--- src/rtl/rfwb_pkg.sv ---
package rfwb_pkg;

    // Default queue depth; the top level hands it down as a parameter.
    localparam int QUEUE_DEPTH_DEF = 64;

    localparam int OPCODE_W   = 2;
    localparam int TAG_W      = 16;
    localparam int SEQ_W      = 32;
    localparam int CHUNK_W    = 16;
    localparam int ENTRY_W    = TAG_W + SEQ_W + CHUNK_W;
    localparam int UPPER_WM_W = 7;
    localparam int LOWER_WM_W = 6;
    localparam int CFG_DATA_W = UPPER_WM_W;
    localparam int CFG_IDX_W  = 1;

    localparam logic [UPPER_WM_W-1:0] UPPER_WM_RESET = UPPER_WM_W'(48);
    localparam logic [LOWER_WM_W-1:0] LOWER_WM_RESET = LOWER_WM_W'(16);

    // Opcodes. Code 3 is ignored: status only, no state change.
    localparam logic [OPCODE_W-1:0] OP_REFUSED = 2'd0;
    localparam logic [OPCODE_W-1:0] OP_SENT    = 2'd1;
    localparam logic [OPCODE_W-1:0] OP_POP     = 2'd2;

    // Configuration register indexes.
    localparam logic [CFG_IDX_W-1:0] CFG_UPPER_WM = 1'b0;
    localparam logic [CFG_IDX_W-1:0] CFG_LOWER_WM = 1'b1;

    typedef struct packed {
        logic [OPCODE_W-1:0] opcode;
        logic [TAG_W-1:0]    item_tag;
        logic [SEQ_W-1:0]    item_sequence;
        logic [CHUNK_W-1:0]  item_chunk;
    } req_payload_t;

    typedef struct packed {
        logic               out_valid;
        logic [TAG_W-1:0]   out_tag;
        logic [SEQ_W-1:0]   out_sequence;
        logic [CHUNK_W-1:0] out_chunk;
        logic               apply_pressure;
        logic               release_pressure;
        logic               pressure_active;
        logic               queue_empty;
        logic               overflow;
    } rsp_payload_t;

    // Controller to datapath
    typedef struct packed {
        logic accept;   // latch the request payload
        logic exec;     // push, pending and pressure update
        logic pop;      // read queue head
        logic form;     // build the response register
    } dp_cmd_t;

    // Datapath to controller
    typedef struct packed {
        logic pop_needed;   // valid while in exec
    } dp_sts_t;

endpackage

--- src/rtl/rfwb_req_if.sv ---
interface rfwb_req_if;
    import rfwb_pkg::*;

    logic         valid;
    logic         ready;
    req_payload_t payload;

    modport source (output valid, output payload, input ready);
    modport sink   (input valid, input payload, output ready);
endinterface

--- src/rtl/rfwb_rsp_if.sv ---
interface rfwb_rsp_if;
    import rfwb_pkg::*;

    logic         valid;
    logic         ready;
    rsp_payload_t payload;

    modport source (output valid, output payload, input ready);
    modport sink   (input valid, input payload, output ready);
endinterface

--- src/rtl/retry_fifo_with_watermark_backpressure_core.sv ---
// Retry queue with high/low watermark backpressure.
//
// Channels: req (sink) carries one command transaction: opcode, item_tag,
// item_sequence, item_chunk. rsp (source) returns exactly one result
// transaction per command: the item handed back (if any) plus pressure and
// queue status. cfg_we/cfg_index/cfg_wdata write the upper (index 0) and lower
// (index 1) watermarks; write them only while no command is in flight.
//
// Sequencing: rsp.valid rises once the command has passed the exec state, the
// pop state (only when the head is read: the queue RAM has one registered read
// port, so the pop takes its own state) and the form state. The controller holds
// one command at a time: req.ready is high only while idle, so a new command is
// taken only after rsp has taken the result of the last one.
//
// Reset: queue empty, nothing pending, backpressure off, watermarks 48/16.
// The queue RAM is not cleared; only entries written since reset are read.
// Receiver stall: the result is held steady in the output register and
// req.ready stays low until rsp takes the transaction.
module retry_fifo_with_watermark_backpressure_core #(
    parameter int QUEUE_DEPTH = rfwb_pkg::QUEUE_DEPTH_DEF
) (
    input  logic                            clk,
    input  logic                            rst_n,
    rfwb_req_if.sink                        req,
    rfwb_rsp_if.source                      rsp,
    input  logic                            cfg_we,
    input  logic [rfwb_pkg::CFG_IDX_W-1:0]  cfg_index,
    input  logic [rfwb_pkg::CFG_DATA_W-1:0] cfg_wdata
);
    import rfwb_pkg::*;

    dp_cmd_t cmd;
    dp_sts_t sts;

    // Sequencer: idle -> exec -> (pop) -> form -> result.
    rfwb_ctrl u_ctrl (
        .clk       (clk),
        .rst_n     (rst_n),
        .req_valid (req.valid),
        .req_ready (req.ready),
        .rsp_valid (rsp.valid),
        .rsp_ready (rsp.ready),
        .sts       (sts),
        .cmd       (cmd)
    );

    // Queue RAM, pointers, pending item, pressure flag, watermarks, result reg.
    rfwb_dp #(
        .QUEUE_DEPTH (QUEUE_DEPTH)
    ) u_dp (
        .clk         (clk),
        .rst_n       (rst_n),
        .cmd         (cmd),
        .sts         (sts),
        .req_payload (req.payload),
        .rsp_payload (rsp.payload),
        .cfg_we      (cfg_we),
        .cfg_index   (cfg_index),
        .cfg_wdata   (cfg_wdata)
    );

endmodule

--- src/rtl/rfwb_ctrl.sv ---
module rfwb_ctrl (
    input  logic              clk,
    input  logic              rst_n,
    input  logic              req_valid,
    output logic              req_ready,
    output logic              rsp_valid,
    input  logic              rsp_ready,
    input  rfwb_pkg::dp_sts_t sts,
    output rfwb_pkg::dp_cmd_t cmd
);
    import rfwb_pkg::*;

    typedef enum logic [4:0] {
        ST_IDLE   = 5'b00001,
        ST_EXEC   = 5'b00010,
        ST_POP    = 5'b00100,
        ST_FORM   = 5'b01000,
        ST_RESULT = 5'b10000
    } state_t;

    state_t state_reg, state_next;

    always_comb begin
        state_next = state_reg;
        unique case (state_reg)
            ST_IDLE:
            begin
                if (req_valid)
                begin
                    state_next = ST_EXEC;
                end
            end
            ST_EXEC:
            begin
                state_next = sts.pop_needed ? ST_POP : ST_FORM;
            end
            ST_POP:
            begin
                state_next = ST_FORM;
            end
            ST_FORM:
            begin
                state_next = ST_RESULT;
            end
            ST_RESULT:
            begin
                if (rsp_ready)
                begin
                    state_next = ST_IDLE;
                end
            end
            default:
            begin
                state_next = ST_IDLE;
            end
        endcase
    end

    always_ff @(posedge clk or negedge rst_n)
    begin
        if (!rst_n)
        begin
            state_reg <= ST_IDLE;
        end
        else
        begin
            state_reg <= state_next;
        end
    end

    assign req_ready  = (state_reg == ST_IDLE);
    assign rsp_valid  = (state_reg == ST_RESULT);
    assign cmd.accept = (state_reg == ST_IDLE) && req_valid;
    assign cmd.exec   = (state_reg == ST_EXEC);
    assign cmd.pop    = (state_reg == ST_POP);
    assign cmd.form   = (state_reg == ST_FORM);

endmodule

--- src/rtl/rfwb_dp.sv ---
module rfwb_dp #(
    parameter int QUEUE_DEPTH = rfwb_pkg::QUEUE_DEPTH_DEF
) (
    input  logic                                clk,
    input  logic                                rst_n,
    input  rfwb_pkg::dp_cmd_t                   cmd,
    output rfwb_pkg::dp_sts_t                   sts,
    input  rfwb_pkg::req_payload_t              req_payload,
    output rfwb_pkg::rsp_payload_t              rsp_payload,
    input  logic                                cfg_we,
    input  logic [rfwb_pkg::CFG_IDX_W-1:0]      cfg_index,
    input  logic [rfwb_pkg::CFG_DATA_W-1:0]     cfg_wdata
);
    import rfwb_pkg::*;

    localparam int PTR_W = (QUEUE_DEPTH > 1) ? $clog2(QUEUE_DEPTH) : 1;
    localparam int CNT_W = $clog2(QUEUE_DEPTH + 1);
    localparam int CMP_W = (CNT_W > UPPER_WM_W) ? CNT_W : UPPER_WM_W;

    localparam logic [PTR_W-1:0] PTR_LAST = PTR_W'(QUEUE_DEPTH - 1);
    localparam logic [CNT_W-1:0] CNT_FULL = CNT_W'(QUEUE_DEPTH);

    logic [ENTRY_W-1:0] fifo_mem [QUEUE_DEPTH];
    logic [ENTRY_W-1:0] rdata_reg;

    logic [UPPER_WM_W-1:0] upper_wm_reg;
    logic [LOWER_WM_W-1:0] lower_wm_reg;

    req_payload_t item_reg;
    rsp_payload_t rsp_reg;

    logic [PTR_W-1:0] head_reg, tail_reg;
    logic [CNT_W-1:0] count_reg, count_next;
    logic             pending_valid_reg;
    logic [SEQ_W-1:0]   pending_seq_reg;
    logic [CHUNK_W-1:0] pending_chunk_reg;
    logic             pressure_reg;

    // per-transaction flags
    logic hit_reg, pop_hit_reg, applied_reg, released_reg, ovf_reg;

    logic               is_refused, is_sent, is_pop, hit, push, full, applied, released;
    logic [ENTRY_W-1:0] offered;

    assign is_refused = (item_reg.opcode == OP_REFUSED);
    assign is_sent    = (item_reg.opcode == OP_SENT);
    assign is_pop     = (item_reg.opcode == OP_POP);
    assign offered    = {item_reg.item_tag, item_reg.item_sequence, item_reg.item_chunk};
    assign full       = (count_reg == CNT_FULL);

    assign hit = is_refused && pending_valid_reg
              && (item_reg.item_sequence == pending_seq_reg)
              && (item_reg.item_chunk == pending_chunk_reg);

    assign push       = is_refused && !hit && !full;
    assign count_next = push ? count_reg + CNT_W'(1) : count_reg;

    assign applied  = is_refused && !hit && !pressure_reg
                   && (CMP_W'(count_next) >= CMP_W'(upper_wm_reg));
    assign released = is_sent && pressure_reg
                   && (CMP_W'(count_reg) <= CMP_W'(lower_wm_reg));

    // A refused, unmatched offer always leaves the queue non-empty.
    assign sts.pop_needed = (is_refused && !hit && !pending_valid_reg)
                         || ((is_sent || is_pop) && (count_reg != '0));

    function automatic logic [PTR_W-1:0] ptr_inc(input logic [PTR_W-1:0] p);
        return (p == PTR_LAST) ? '0 : p + PTR_W'(1);
    endfunction

    // Queue storage: one write port, one registered read port.
    always_ff @(posedge clk)
    begin
        if (cmd.exec && push)
        begin
            fifo_mem[tail_reg] <= offered;
        end
        if (cmd.pop)
        begin
            rdata_reg <= fifo_mem[head_reg];
        end
    end

    // Payload registers
    always_ff @(posedge clk)
    begin
        if (cmd.accept)
        begin
            item_reg <= req_payload;
        end
        if (cmd.form)
        begin
            rsp_reg.out_valid <= hit_reg || pop_hit_reg;
            if (hit_reg)
            begin
                {rsp_reg.out_tag, rsp_reg.out_sequence, rsp_reg.out_chunk} <= offered;
            end
            else if (pop_hit_reg)
            begin
                {rsp_reg.out_tag, rsp_reg.out_sequence, rsp_reg.out_chunk} <= rdata_reg;
            end
            else
            begin
                {rsp_reg.out_tag, rsp_reg.out_sequence, rsp_reg.out_chunk} <= '0;
            end
            rsp_reg.apply_pressure   <= applied_reg;
            rsp_reg.release_pressure <= released_reg;
            rsp_reg.pressure_active  <= pressure_reg;
            rsp_reg.queue_empty      <= (count_reg == '0);
            rsp_reg.overflow         <= ovf_reg;
        end
    end

    always_ff @(posedge clk or negedge rst_n)
    begin
        if (!rst_n)
        begin
            upper_wm_reg      <= UPPER_WM_RESET;
            lower_wm_reg      <= LOWER_WM_RESET;
            head_reg          <= '0;
            tail_reg          <= '0;
            count_reg         <= '0;
            pending_valid_reg <= 1'b0;
            pending_seq_reg   <= '0;
            pending_chunk_reg <= '0;
            pressure_reg      <= 1'b0;
            hit_reg           <= 1'b0;
            pop_hit_reg       <= 1'b0;
            applied_reg       <= 1'b0;
            released_reg      <= 1'b0;
            ovf_reg           <= 1'b0;
        end
        else
        begin
            if (cfg_we)
            begin
                unique case (cfg_index)
                    CFG_UPPER_WM: upper_wm_reg <= cfg_wdata;
                    CFG_LOWER_WM: lower_wm_reg <= cfg_wdata[LOWER_WM_W-1:0];
                    default: ;
                endcase
            end

            if (cmd.exec)
            begin
                hit_reg      <= hit;
                pop_hit_reg  <= sts.pop_needed;
                applied_reg  <= applied;
                released_reg <= released;
                ovf_reg      <= is_refused && !hit && full;
                if (push)
                begin
                    tail_reg <= ptr_inc(tail_reg);
                end
                count_reg <= count_next;
                if (applied)
                begin
                    pressure_reg <= 1'b1;
                end
                if (released)
                begin
                    pressure_reg <= 1'b0;
                end
                if (is_sent)
                begin
                    pending_valid_reg <= 1'b0;
                    pending_seq_reg   <= '0;
                    pending_chunk_reg <= '0;
                end
            end

            if (cmd.pop)
            begin
                head_reg  <= ptr_inc(head_reg);
                count_reg <= count_reg - CNT_W'(1);
            end

            // popped head becomes the pending item on a refused offer
            if (cmd.form && pop_hit_reg && is_refused)
            begin
                pending_valid_reg <= 1'b1;
                pending_seq_reg   <= rdata_reg[CHUNK_W +: SEQ_W];
                pending_chunk_reg <= rdata_reg[CHUNK_W-1:0];
            end
        end
    end

    assign rsp_payload = rsp_reg;

endmodule

--- src/flat_wrapper.sv ---
// flat-port wrapper written by rule: the top's interface ports become plain ports
module retry_fifo_with_watermark_backpressure_core_flat import rfwb_pkg::*;
#(
    parameter int QUEUE_DEPTH = rfwb_pkg::QUEUE_DEPTH_DEF
)
  (clk, rst_n, cfg_we, cfg_index, cfg_wdata, req_valid, req_payload, req_ready, rsp_valid, rsp_payload, rsp_ready);
  rfwb_req_if req_i ();
  rfwb_rsp_if rsp_i ();
  input  logic clk;
  input  logic rst_n;
  input  logic cfg_we;
  input  logic [rfwb_pkg::CFG_IDX_W-1:0] cfg_index;
  input  logic [rfwb_pkg::CFG_DATA_W-1:0] cfg_wdata;
  input wire logic [$bits(req_i.valid)-1:0] req_valid;
  input wire logic [$bits(req_i.payload)-1:0] req_payload;
  output wire logic [$bits(req_i.ready)-1:0] req_ready;
  output wire logic [$bits(rsp_i.valid)-1:0] rsp_valid;
  output wire logic [$bits(rsp_i.payload)-1:0] rsp_payload;
  input wire logic [$bits(rsp_i.ready)-1:0] rsp_ready;
  assign req_i.valid = req_valid;
  assign req_i.payload = req_payload;
  assign req_ready = req_i.ready;
  assign rsp_valid = rsp_i.valid;
  assign rsp_payload = rsp_i.payload;
  assign rsp_i.ready = rsp_ready;
  retry_fifo_with_watermark_backpressure_core #(.QUEUE_DEPTH(QUEUE_DEPTH)) u_core (.clk(clk), .rst_n(rst_n), .req(req_i), .rsp(rsp_i), .cfg_we(cfg_we), .cfg_index(cfg_index), .cfg_wdata(cfg_wdata));
endmodule
--- config.mk ---
export PLATFORM = sky130hd
export DESIGN_NAME = retry_fifo_with_watermark_backpressure_core_flat
export DESIGN_NICKNAME = d
export VERILOG_FILES = /design/src/rtl/rfwb_pkg.sv /design/src/rtl/rfwb_req_if.sv /design/src/rtl/rfwb_rsp_if.sv /design/src/rtl/retry_fifo_with_watermark_backpressure_core.sv /design/src/rtl/rfwb_ctrl.sv /design/src/rtl/rfwb_dp.sv /design/src/flat_wrapper.sv
export SDC_FILE = /design/constraint.sdc
export NUM_CORES = 2
export LEC_CHECK = 0
export ABC_AREA = 1
export BUFFER_PORTS_ARGS = -buffer_cell sky130_fd_sc_hd__clkbuf_2
export CAP_MARGIN = 25
export CORE_MARGIN = 1
export CORE_UTILIZATION = 23
export CTS_CLUSTER_DIAMETER = 30
export DETAILED_ROUTE_END_ITERATION = 8
export PLACE_DENSITY = 0.45
export SYNTH_ARGS = -nofsm -noshare
export SYNTH_HDL_FRONTEND = slang
export SYNTH_SLANG_ARGS = --single-unit
--- constraint.sdc ---
create_clock -name clk -period 15.48 [get_ports clk]
set_clock_uncertainty 0.2 [all_clocks]
set_input_delay 0.774 -clock clk [delete_from_list [all_inputs] [get_ports clk]]
set_output_delay 0.774 -clock clk [all_outputs]
set_load 0.005 [all_outputs]
==> results.md <==
- Core box area: 740000 um^2
- Die ar.: 746000 um^2
- Pint: 0.0294 W
- Final setup margin: 8360 ps
- Via count: 115675
- Num CTS Buffers: 963
- Main synth FF type: edfxtp_1
- Router iterations before antenna repair: 8
- Area grow syn2layout: 27.7%
- Layout cells sized above 1: 0.156
- Sequential share of the synthesized area: 0.769
- Final instance area: 218000 um^2
- Main area contributors after synthesis: edfxtp_1, o21ai_0, nor2_1
- Clock-pin transition on the worst setup and hold timing paths: 50 ps
- Num rows: 316
- Largest net degree at the start of global routing: 163
- Congestion Overflow GR: 0
- Combinational fraction of design power: 0.161
- Clk pwr share: 0.500
- Distinct cells, synth: 43
- Seq cells post-synth: 4388
- Final WL: 650000 um
- Vias in the first global route: 109863
- CP Class: reg -> reg
- Initial antenna violation count: 76
- Detailed Route Iter0 Violations: 14988
- Slew HR: 0.162
- First-pass GRT wire length: 892000 um
- Drt via density: 4.82
- Mapped cell area: 171000 um^2
- GPL Wtd Cong: 0.816
- FMAX: 140 MHz
- Max clock buf depth: 4
- Met3 routed WL: 57900 um
- Io pins: 151
- Synth cell count leaders: edfxtp_1, nor2_1, o21ai_0, nand2_1, o22ai_1
- H-tree levels: 6
- Hpwl dp: 361000 um
- Highest Signal Layer: met5
- Hold Path Class: in -> async
- Die Ht: 864 um
- Slew Limit Fails: 0
- Met2 wire len: 287000 um
- CTS root buffer: clkbuf_16
- Syn Inst Count: 12563
- Placed cell area: 184000 um^2
- Hold WS: 50.7 ps
- Clk sink count: 4388
- Least-Margin Pin Slew: 1260 ps
- Setup crit start kind: flip-flop
- All-layer global routing usage: 0.166
- VDD IR max: 0.000157 V
- Origin of the critical flop-to-flop path: u_core.u_dp.item_reg[15]$_DFFE_PP_
- # DRC: 0
- Wire per inst: 27.1 um
- Total power density per cell area: 191 nW/um^2
- Final TNS setup: 0 ps
- Number of flops mapped to enable cells by yosys: 4296
- Syn_nets: 12662
- DRT antenna net count: 0
- Synth top area share: 0.755
- Clock Latency Late Sink: 1160 ps
- NumNets Final: 13338
- Synth Warn #: 0
- Final hold vios: 0
- WP data arrival: 7610 ps
- Status: completed
- WP data required: 15970 ps
- Wire length on met1: 288000 um
- CP endpoint kind: flip-flop
- Critical path launch point: u_core.u_dp.item_reg[15]$_DFFE_PP_
- Max cap viols: 0
- Setup WS pre-CTS: 8500 ps
- Switching Share: 0.294
- Die Span X: 864 um
- CP Max Fanout: 43
- Largest register FFs: 4096
- Switching Power: 0.0123 W
- Most frequent cell after synthesis: edfxtp_1
- Post-synthesis async set-or-reset flop share: 0.0210
- Fin crit share: 0.460
- Area leader, netlist: edfxtp_1
- Sequential power share: 0.339
- Setup-failing EPs final: 0
- PortBufs: 150
- CTS tree: done
- Syn Area/Cell: 13.6 um^2
- # resized after CTS: 0
- Final core occ: 0.295
- Starting Density: 0.231
- Min Tclk post-route: 7120 ps
- Leakage: 71.1 nW
- Unrepaired setup endpoints after global routing: no
power by group through the flow:
stage	logic, W	registers [W]	clock network, W
final	0.00671	0.0141	0.0208
after global routing	0.00717	0.0141	0.0216
after CTS	0.00666	0.0141	0.0210
after detailed placement	0.00663	0.0143	0
after global placement	0.00659	0.0143	0
after floorplan	0.00342	0.0146	0
worst max-delay path: stages (launching register included):
cell and delay, ps:
edfxtp_1 950, buf_4 600, nand2_1 120, nand2_1 100, nor2_1 50, nand2_1 50
nor2_1 40, nand2_1 80, nor2_1 60, nand2_1 660, nand3_2 370, nor2_4 650
nand3_2 550, nor2_4 690, buf_4 640, buf_4 610
metal layers:
| layer | global-route usage | up-vias |
|---|---|---|
| met2 | 0.253 | 5447 |
| met5 | 0.00273 | - |
| li1 | - | 49184 |
| met1 | 0.237 | 60068 |
| met3 | 0.0362 | 968 |
| met4 | 0.0459 | 8 |
worst paths after layout:
check / to / slack, ps / depth (start not counted)
setup / recovery: u_core.u_dp.fifo_mem[2][8]$_DFFE_PP_ / 8360 / 15
hold / removal: u_core.u_dp.lower_wm_reg[1]$_DFFE_PN0P_ / 50 / 2
setup reg to reg: u_core.u_dp.fifo_mem[2][8]$_DFFE_PP_ / 8360 / 15
hold reg to reg: u_core.u_dp.rsp_payload[3]$_DFFE_PP_ / 250 / 0
max in group asynchronous: u_core.u_dp.pending_chunk_reg[4]$_DFFE_PN0P_ / 13470 / 3
min in group clk: u_core.u_dp.item_reg[21]$_DFFE_PP_ / 50 / 1
area by class of cell:
cell class,instances,area (um^2)
repair buffers,603,4680
diodes,46,115
clock inverters,728,8710
flip-flops and latches,4388,131000
inverters,193,786
multi-input cells,7090,35300
well taps,9858,12300
fillers,74376,522000
clock buffers,1094,24900
cells in the final DEF, fill, tap and decap left out, types with 82 or more instances in the layout:
cell type / synthesis / routed
edfxtp_1: 4296 / 4296
nor2_1: 2223 / 2164
o21ai_0: 2075 / 2071
clkbuf_16: 0 / 970
nand2_1: 753 / 751
o22ai_1: 645 / 645
nand3_1: 548 / 547
o221ai_1: 387 / 387
buf_4: 53 / 355
clkinv_2: 0 / 184
inv_1: 184 / 181
clkinv_1: 1 / 163
bufinv_16: 0 / 152
clkbuf_2: 3 / 149
a21oi_1: 127 / 127
o211ai_1: 117 / 117
clkbuf_1: 550 / 111
clkinvlp_4: 0 / 109
dfrtp_1: 88 / 82
metrics by stage:
step / cells / total power, W
floorplan: 12563 / 0.0181
global placement: 22045 / 0.0209
detailed placement: 22070 / 0.0209
CTS: 23951 / 0.0418
global route: 23976 / 0.0429
finish: 24000 / 0.0416
cell families after synthesis:
family | share of synthesized area
compound gates | 0.115
xor+xnor | 0.000923
fa+ha+maj | 0.00146
buf+inv | 0.0280
flops | 0.769
simple gates | 0.0858
repair_timing:
action | in CTS | in global routing
hold buffers | 59 | 0
setup buffers | 0 | 0
endpoints found under the hold margin | 99 | 0
Power figures use the tool's default switching activity.
